[config.mk]
export PLATFORM = sky130hd
export DESIGN_NAME = comment_code_separator_core
export DESIGN_NICKNAME = d
export VERILOG_FILES = /design/src/hdl/ccs_pkg.sv /design/src/hdl/comment_code_separator_core.sv
export SDC_FILE = /design/constraint.sdc
export NUM_CORES = 1
export LEC_CHECK = 0
export BUFFER_PORTS_ARGS = -buffer_cell sky130_fd_sc_hd__buf_2
export CORE_ASPECT_RATIO = 0.7
export CORE_UTILIZATION = 50
export DETAILED_ROUTE_END_ITERATION = 10
export PLACE_DENSITY = 0.74
export SLEW_MARGIN = 20
export SYNTH_ARGS = -nofsm -noshare
export SYNTH_HDL_FRONTEND = slang
export SYNTH_SLANG_ARGS = --single-unit
[constraint.sdc]
create_clock -name clk -period 1.9 [get_ports clk]
set_input_delay 0.285 -clock clk [delete_from_list [all_inputs] [get_ports clk]]
set_output_delay 0.285 -clock clk [all_outputs]
set_load 0.005 [all_outputs]
[src/hdl/ccs_pkg.sv]
// ----------------------------------------------------------------------------
// Comment/code separator package
// Shared scanner states, character codes and the result entry type.
// ----------------------------------------------------------------------------
`default_nettype none

package ccs_pkg;

  typedef enum logic [2:0] {
    ST_CODE  = 3'd0,
    ST_STR   = 3'd1,
    ST_SLASH = 3'd2,
    ST_BLOCK = 3'd3,
    ST_STAR  = 3'd4,
    ST_LINE  = 3'd5
  } scan_state_t;

  localparam logic [7:0] CH_QUOTE = 8'h22;
  localparam logic [7:0] CH_STAR  = 8'h2A;
  localparam logic [7:0] CH_SLASH = 8'h2F;
  localparam logic [7:0] CH_NL    = 8'h0A;

  localparam int unsigned MaxResults = 3;

  typedef struct packed {
    logic [7:0] b;
    logic       code;
    logic       note;
  } result_t;

endpackage

`default_nettype wire

[src/hdl/comment_code_separator_core.sv]
// ----------------------------------------------------------------------------
// Comment/code separator core
// Steers each source byte to the code stream, the comment stream or both.
// ----------------------------------------------------------------------------
// The first result of a byte is offered in the cycle after the byte is taken.
// Throughput: one byte per cycle while each byte yields at most one result and the output is not stalled.
// A byte that yields n results (up to three) occupies the result buffer until
// they drain, and the input is stalled until its final result is taken.
// Reset returns the scanner to the code state and empties the result buffer.
`default_nettype none

module comment_code_separator_core (
  input  wire logic       clk,
  input  wire logic       rst,
  input  wire logic       in_valid,
  output logic            in_stall,
  input  wire logic [7:0] ch,
  output logic            out_valid,
  input  wire logic       out_stall,
  output logic [7:0]      out_byte,
  output logic            to_code,
  output logic            to_note,
  output logic            last_of_run
);

  ccs_pkg::scan_state_t scan_state;
  ccs_pkg::scan_state_t scan_state_next;
  ccs_pkg::result_t     buf_item [ccs_pkg::MaxResults];
  ccs_pkg::result_t     item_next [ccs_pkg::MaxResults];
  logic [1:0]           rem;
  logic [1:0]           idx;
  logic [1:0]           cnt_next;
  logic                 in_take;
  logic                 out_take;

  assign out_valid   = (rem != 2'd0);
  assign out_take    = out_valid && !out_stall;
  assign in_stall    = !((rem == 2'd0) || ((rem == 2'd1) && !out_stall));
  assign in_take     = in_valid && !in_stall;
  assign out_byte    = buf_item[idx].b;
  assign to_code     = buf_item[idx].code;
  assign to_note     = buf_item[idx].note;
  assign last_of_run = (rem == 2'd1);

  always_comb begin
    scan_state_next = scan_state;
    cnt_next        = 2'd0;
    item_next[0]    = '{b: ch, code: 1'b1, note: 1'b0};
    item_next[1]    = '{b: ch, code: 1'b1, note: 1'b0};
    item_next[2]    = '{b: ccs_pkg::CH_NL, code: 1'b0, note: 1'b1};
    unique case (scan_state)
      ccs_pkg::ST_STR: begin
        if (ch == ccs_pkg::CH_QUOTE) begin
          scan_state_next = ccs_pkg::ST_CODE;
        end
        cnt_next = 2'd1;
      end
      ccs_pkg::ST_SLASH: begin
        cnt_next = 2'd2;
        if ((ch == ccs_pkg::CH_SLASH) || (ch == ccs_pkg::CH_STAR)) begin
          scan_state_next = (ch == ccs_pkg::CH_SLASH) ? ccs_pkg::ST_LINE
                                                      : ccs_pkg::ST_BLOCK;
          item_next[0] = '{b: ccs_pkg::CH_SLASH, code: 1'b0, note: 1'b1};
          item_next[1] = '{b: ch, code: 1'b0, note: 1'b1};
        end else begin
          scan_state_next = ccs_pkg::ST_CODE;
          item_next[0] = '{b: ccs_pkg::CH_SLASH, code: 1'b1, note: 1'b0};
        end
      end
      ccs_pkg::ST_BLOCK: begin
        item_next[0] = '{b: ch, code: 1'b0, note: 1'b1};
        if (ch == ccs_pkg::CH_STAR) begin
          scan_state_next = ccs_pkg::ST_STAR;
        end else begin
          cnt_next = 2'd1;
        end
      end
      ccs_pkg::ST_STAR: begin
        item_next[0] = '{b: ccs_pkg::CH_STAR, code: 1'b0, note: 1'b1};
        item_next[1] = '{b: ch, code: 1'b0, note: 1'b1};
        if (ch == ccs_pkg::CH_SLASH) begin
          scan_state_next = ccs_pkg::ST_CODE;
          cnt_next = 2'd3;
        end else begin
          scan_state_next = ccs_pkg::ST_BLOCK;
          cnt_next = 2'd2;
        end
      end
      ccs_pkg::ST_LINE: begin
        cnt_next = 2'd1;
        if (ch == ccs_pkg::CH_NL) begin
          scan_state_next = ccs_pkg::ST_CODE;
          item_next[0] = '{b: ch, code: 1'b1, note: 1'b1};
        end else begin
          item_next[0] = '{b: ch, code: 1'b0, note: 1'b1};
        end
      end
      default: begin
        if (ch == ccs_pkg::CH_SLASH) begin
          scan_state_next = ccs_pkg::ST_SLASH;
        end else begin
          if (ch == ccs_pkg::CH_QUOTE) begin
            scan_state_next = ccs_pkg::ST_STR;
          end
          cnt_next = 2'd1;
        end
      end
    endcase
  end

  always_ff @(posedge clk) begin
    if (rst) begin
      scan_state <= ccs_pkg::ST_CODE;
      rem        <= 2'd0;
      idx        <= 2'd0;
    end else if (in_take) begin
      scan_state <= scan_state_next;
      rem        <= cnt_next;
      idx        <= 2'd0;
    end else if (out_take) begin
      rem <= rem - 2'd1;
      idx <= idx + 2'd1;
    end
  end

  always_ff @(posedge clk) begin
    if (in_take) begin
      buf_item <= item_next;
    end
  end

  // While results remain, a new item is only taken as the buffer drains its final result.
  a_take_on_last: assert property (@(posedge clk) disable iff (rst)
    (in_take && out_valid) |-> (last_of_run && out_take))
    else $error("item taken while earlier results remain");

  // The buffered burst never exceeds three results.
  a_burst_bound: assert property (@(posedge clk) disable iff (rst)
    out_valid |-> (({1'b0, idx} + {1'b0, rem}) <= 3'd3))
    else $error("result buffer index out of range");

  // Every result goes to at least one stream.
  a_has_stream: assert property (@(posedge clk) disable iff (rst)
    out_valid |-> (to_code || to_note))
    else $error("result with no stream");

  // Closing a block comment yields star, slash and newline.
  a_close_burst: assert property (@(posedge clk) disable iff (rst)
    (in_take && (scan_state == ccs_pkg::ST_STAR) && (ch == ccs_pkg::CH_SLASH))
    |=> ((rem == 2'd3) && (out_byte == ccs_pkg::CH_STAR)
         && (scan_state == ccs_pkg::ST_CODE)))
    else $error("block comment close burst malformed");

endmodule

`default_nettype wire

Yosys cells after proc, flatten, opt, wreduce, memory -nomap -nowiden
Cells that the tools add are included.
{"block": "totals", "in_bits": 12, "out_inout_bits": 13, "wordCells": 63, "ff_bits": 27}
{"block": "op_classes", "n_eq_ne": 13, "muxes": 23, "bitwise_logic": 1, "magnitude_cmp": 1, "n_reduce_logical": 14, "n_addsub": 2}
{"cell": "one-hot mux 10 bit (4 select lines)", "n": 1}
{"cell": "== test 8 x 6 -> 1 bit, second input constant", "n": 3}
{"cell": "two-way mux 3 bit", "n": 7}
{"cell": "binary-select mux 10 bit (select 2 bit)", "n": 1}
{"cell": "two-way mux 10 bit", "n": 2}
{"cell": "one-hot mux 3 bit (5 select lines)", "n": 1}
{"cell": "two-way mux 2 bit", "n": 6}
{"cell": "== test 8 x 4 -> 1 bit, second input constant", "n": 1}
{"cell": "one-hot mux 2 bit (4 select lines)", "n": 1}
{"cell": "== test 3 x 2 -> 1 bit, second input constant", "n": 2}
{"cell": "== test 3 bit, second input constant", "n": 2}
{"cell": "!= test 2 bit, second input constant", "n": 3}
{"cell": "nonzero test 6 bit", "n": 1}
{"cell": "AND reduction 5 bit", "n": 1}
{"cell": "one-hot mux 2 bit (2 select lines)", "n": 1}
{"cell": "nonzero test 2 bit", "n": 2}
{"cell": "OR reduction 2 bit", "n": 2}
{"cell": "== test 3 x 1 -> 1 bit, second input constant", "n": 1}
{"cell": ">= comparator 3 bit, second input constant", "n": 1}
{"cell": "logical AND 1 bit", "n": 3}
{"cell": "two-way mux 1 bit", "n": 3}
{"cell": "NOT 2 -> 3 bit", "n": 1}
{"cell": "adder 2 x 1 -> 2 bit, second input constant", "n": 1}
{"cell": "== test 2 x 1 -> 1 bit, second input constant", "n": 1}
{"cell": "4 further kinds", "n": 6}

Logic depth before layout (Yosys ltp)
{"block": "depth", "word_depth": 5, "ltp_mapped": 8, "mapped_depth_nobuf": 7}

Worst setup path after synthesis
OpenSTA, ideal clock, no wires.
{"block": "synth_path", "kind": "input port to flip-flop", "from": "in ch[4]", "to": "reg scan_state[0]", "path_buffers": 0, "required_time_ns": 1.813, "arrival_ns": 1.820, "setup_ns": 0.087, "stages": 5, "path_slack_ns": -0.007, "cell_sequence": "or4b_4 > nor3_4 > a21oi_1 > or4_1 > o31ai_1"}
{"block": "synth_via", "elab_chain_cells": 4, "elab_cells_between_ends": 14}
{"item": "start, declared", "line": "comment_code_separator_core.sv:17", "text": "input wire logic [7:0] ch,"}
{"item": "== test 8 x 6 -> 1 bit, on equally long branches"}
{"item": "logical OR 1 bit", "line": "comment_code_separator_core.sv:60", "text": "if ((ch == ccs_pkg::CH_SLASH) || (ch == ccs_pkg::CH_STAR)) begin"}
{"item": "two-way mux 3 bit", "line": "comment_code_separator_core.sv:60"}
{"item": "one-hot mux 3 bit (5 select lines)", "line": "comment_code_separator_core.sv:51", "text": "unique case (scan_state)"}
{"item": "end signal, assigned", "line": "comment_code_separator_core.sv:113", "text": "scan_state <= ccs_pkg::ST_CODE;"}
{"item": "end signal, assigned", "line": "comment_code_separator_core.sv:117", "text": "scan_state <= scan_state_next;"}
{"item": "end, declared", "line": "comment_code_separator_core.sv:26", "text": "ccs_pkg::scan_state_t scan_state;"}
Parallel ways exist; a longest one is shown, timed or not.
A chain may end at the register's enable or synchronous reset.

Worst setup path in the final report
{"block": "layout_path", "from": "reg scan_state[2]", "to": "reg scan_state[2]"}
{"block": "layout_via", "elab_chain_cells": 3, "elab_cells_between_ends": 11}
{"item": "== test 3 bit (tied with other cells)", "line": "comment_code_separator_core.sv:51"}
{"item": "nonzero test 6 bit (no source line) or != test 2 bit (tied branches)"}
{"item": "AND reduction 5 bit (no source line)"}
Parallel ways exist; a longest one is shown, timed or not.

==> results.yml <==
floorplan:
  die_area_mm2: 0.00335
  die_width_um: 68.7
  num_rows: 16
  starting_density_of_the_core_pct: 54.1
  die_height_um: 48.7
  pin_count: 25
  coreArea_mm2: 0.00288
placement:
  port_buffers: 24
  detailed_place.area_mm2: 0.00192
  gp_routability_congestion: 0.868
  dp_cells: 241
  post_dp_hpwl_mm: 2.66
synthesis:
  ys_seq_elements: 27
  synth_sequential_area_ratio_pct: 47.5
  top_ff_cell_synth: "sky130_fd_sc_hd__edfxtp_1"
  synth_commonest_cells: "20 x sky130_fd_sc_hd__edfxtp_1, 19 x sky130_fd_sc_hd__nor2_1, 13 x sky130_fd_sc_hd__a21oi_1, 12 x sky130_fd_sc_hd__o21ai_0, 10 x sky130_fd_sc_hd__inv_1"
  postSynth.asyncResetShare_pct: 0
  yosys-top-cells-area: "sky130_fd_sc_hd__edfxtp_1 39%, sky130_fd_sc_hd__dfxtp_1 9.0%, sky130_fd_sc_hd__mux2i_1 5.1%"
  number_of_enable_type_register_cells_in_the_synthesized_netlist: 20
  synth_area_mm2: 0.00156
  postSynthAreaPerCell_um2: 9.87
  synth.lib_cells_used.distinct: 41
  yosysMostFrequentCell: "sky130_fd_sc_hd__edfxtp_1"
  yosysWarnings: 0
  syn-instance-count: 158
  yosys.area.top_type: "sky130_fd_sc_hd__edfxtp_1"
  post-synth-top-area-fraction_pct: 38.5
  syn-num-nets: 174
outcome:
  outcome: "finished clean"
worst_setup_path:
  library_cell_appearing_most_often_on_the_critical_path: "sky130_fd_sc_hd__or2b_2"
  data_required_time_at_the_worst_endpoint_ns: 2.11
  worst-path-max-fanout: 6
  regToRegEndpoint: "scan_state[2]"
  cp_class: "register to register"
  setup.worst_path.start_class: "register"
  critical_path.cell_chain: "or2b_2, or2b_2, a31o_2, or4_1, a21oi_2"
  cp_slowest_stage_delay_ns: 0.52
  crit-reg2reg-launch: "scan_state[2]"
  worst-r2r-setup-slack_ns: 0.06
  worst_setup_path_end_kind: "register"
  timing.critical_path.slowest_stage_cell: "sky130_fd_sc_hd__or4_1"
  r2r_cells: 5
  cp.arrival_ns: 2.04
detailed_routing:
  drt-total-wl_mm: 3.30
  detail_route.iter0.violations: 146
  drt-pass1-iter-count: 5
  postRouteAntennaNets: 0
  post_drt_wl_per_cell_um: 13.5
  detail_route.drc_violations: 0
  routed-via-count: 1328
  detail_route.vias_per_cell: 5.42
clock_network:
  numCtsBuffers: 3
  maximum_buffer_depth_of_the_clock_tree: 2
  cts_hold_repair.buffers: 0
  clock_latency_ns: 0.27
  cts_tree: "built"
  cts_max_level: 1
  post-cts-setup-buffers: 0
  clk_root_buffer_cell: "sky130_fd_sc_hd__clkbuf_8"
  clkSinkCount: 27
  clkSlewWorstSetupHoldPaths_ns: 0.09
timing:
  hold_viol: 0
  achievable-frequency_mhz: 545
  worst_slew_margin_rel_pct: 65.5
  rsz0062_at_grt: "true"
  slew_violations: 0
  final_cycle_utilization_of_the_critical_path_pct: 96.7
  fin_skew_ns: 0.00255
  finalWorstPathRequiredPeriod_ns: 1.84
  holdWs_ns: 0.242
  totalNegativeSetupSlack_ns: 0
  tightest_slew_ns: 0.516
  setup_viol_count_final: 0
min_path:
  holdCritPathClass: "input port to register"
  hold_path.startpoint: "ch[2]"
  hold_depth: 1
  whs_endpoint: "buf_item[14]"
grt:
  grt_first_pass_wirelength_mm: 5.67
  grt_use_total_pct: 23.2
  use_met1_pct: 32.9
  grt_remaining_overflow: 0
  grt_busiest_layer: "met2"
  largest_net_degree_at_the_start_of_global_routing: 17
  antenna_found_initial: 0
  grt_pass1_vias: 1222
  globalRouteMet3Util_pct: 6.37
  grt_util_met2_pct: 36.1
pwr:
  peakVddDrop_v: 0.000384
  pwr_density_cell_mw_per_mm2: 791
  p_leak_uw: 0.000795
  p_total_uw: 1580
cells_and_area:
  final_design_area_no_fill_mm2: 0.00200
  post_route_cells_drive_above_1_share_pct: 35.4
  diodes: 0
  finalNonFillerCells: 245
  num-nets-final: 226
  layout-area-overhead-vs-synth_pct: 28.3
flow_run:
  max_cap_violations: 0
-- metrics by stage --
step	setup slack [ns]	util, %
finish	0.0636	69.4
floorplan	0.00246	-
detailed placement	-0.171	66.6
global placement	-0.122	66.6
global route	0.00645	69.4
CTS	0.0242	68.4
-- worst max path at each step --
stage	startpoint	to	slack [ns]	depth (start not counted)
after floorplan	scan_state[2]	scan_state[2]	0.002	6
after global placement	ch[4]	scan_state[0]	-0.12	6
after detailed placement	ch[4]	scan_state[0]	-0.17	6
after CTS	scan_state[1]	scan_state[0]	0.02	6
after global routing	scan_state[1]	scan_state[1]	0.006	5
final	scan_state[2]	scan_state[2]	0.06	5
-- registers in the layout, summed over array words and instances, names as in the netlist --
name,count
buf_item,20
idx,2
rem,2
scan_state,3
-- logic make-up after synthesis --
group                      after synthesis  share of synthesized area, %
muxes                                    8                          5.14
DFF                                     27                          47.5
xor gates and xnor gates                 3                          1.69
AOI/OAI and AO/OA                       43                          17.0
buffers and inverters                   15                          4.09
adders and majority gates                4                          3.21
and+or+nand+nor                         58                          21.3
-- what timing repair did --
item | 4_1_cts | 5_1_grt
pin swaps | 0 | 2
setup endpoints to repair | 1 | 19
gates resized for setup | 1 | 12
-- area by class of cell --
| cell class | count | area, µm² |
|---|---|---|
| fillers | 237 | 883 |
| flip-flops and latches | 27 | 747 |
| inverters | 10 | 37.5 |
| repair buffers | 52 | 343 |
| clock inverters | 1 | 7.51 |
| multi-input cells | 116 | 778 |
| clock buffers | 3 | 41.3 |
| well taps | 36 | 45.0 |
-- report_power, final --
group          internal, µW  switching [µW]
combinational           235             249
sequential              741            35.4
clock                   149             173
total                  1120             457
-- placed cells by master (no fill, tap or decap), types with 2 or more instances in the layout --
cell type	synthesis	routed
sky130_fd_sc_hd__inv_1	10	9
sky130_fd_sc_hd__buf_2	0	24
sky130_fd_sc_hd__nor2_1	19	19
sky130_fd_sc_hd__clkbuf_8	0	3
sky130_fd_sc_hd__or4_1	3	3
sky130_fd_sc_hd__nand2_1	9	9
sky130_fd_sc_hd__buf_4	0	27
sky130_fd_sc_hd__o21a_1	4	4
sky130_fd_sc_hd__a31oi_1	2	2
sky130_fd_sc_hd__edfxtp_1	20	20
sky130_fd_sc_hd__or3_1	2	2
sky130_fd_sc_hd__o21ai_0	12	11
sky130_fd_sc_hd__dfxtp_2	0	2
sky130_fd_sc_hd__or2b_2	3	3
sky130_fd_sc_hd__nor3_1	3	3
sky130_fd_sc_hd__xor2_1	2	2
sky130_fd_sc_hd__ha_2	0	2
sky130_fd_sc_hd__nor2b_1	7	5
sky130_fd_sc_hd__nor3b_1	3	3
sky130_fd_sc_hd__ha_1	4	2
sky130_fd_sc_hd__o22ai_1	3	3
sky130_fd_sc_hd__mux2i_1	8	8
sky130_fd_sc_hd__a21oi_1	13	12
sky130_fd_sc_hd__dfxtp_1	7	4
-- metal layers --
| layer | vias up | wire length (µm) |
|---|---|---|
| met1 | 604 | 1600 |
| met5 | - | 0 |
| met2 | 35 | 1480 |
| met3 | 4 | 208 |
| met4 | 0 | 19 |
| li1 | 685 | - |
-- critical path, delay by kind of cell, from the launching register on --
kind / cells / cell delay, ns
AND/OR/NAND/NOR: 3 / 1.02
flip-flops: 1 / 0.37
AO/OA/AOI/OAI: 2 / 0.38
No activity file was read; power rests on OpenSTA's default activity.
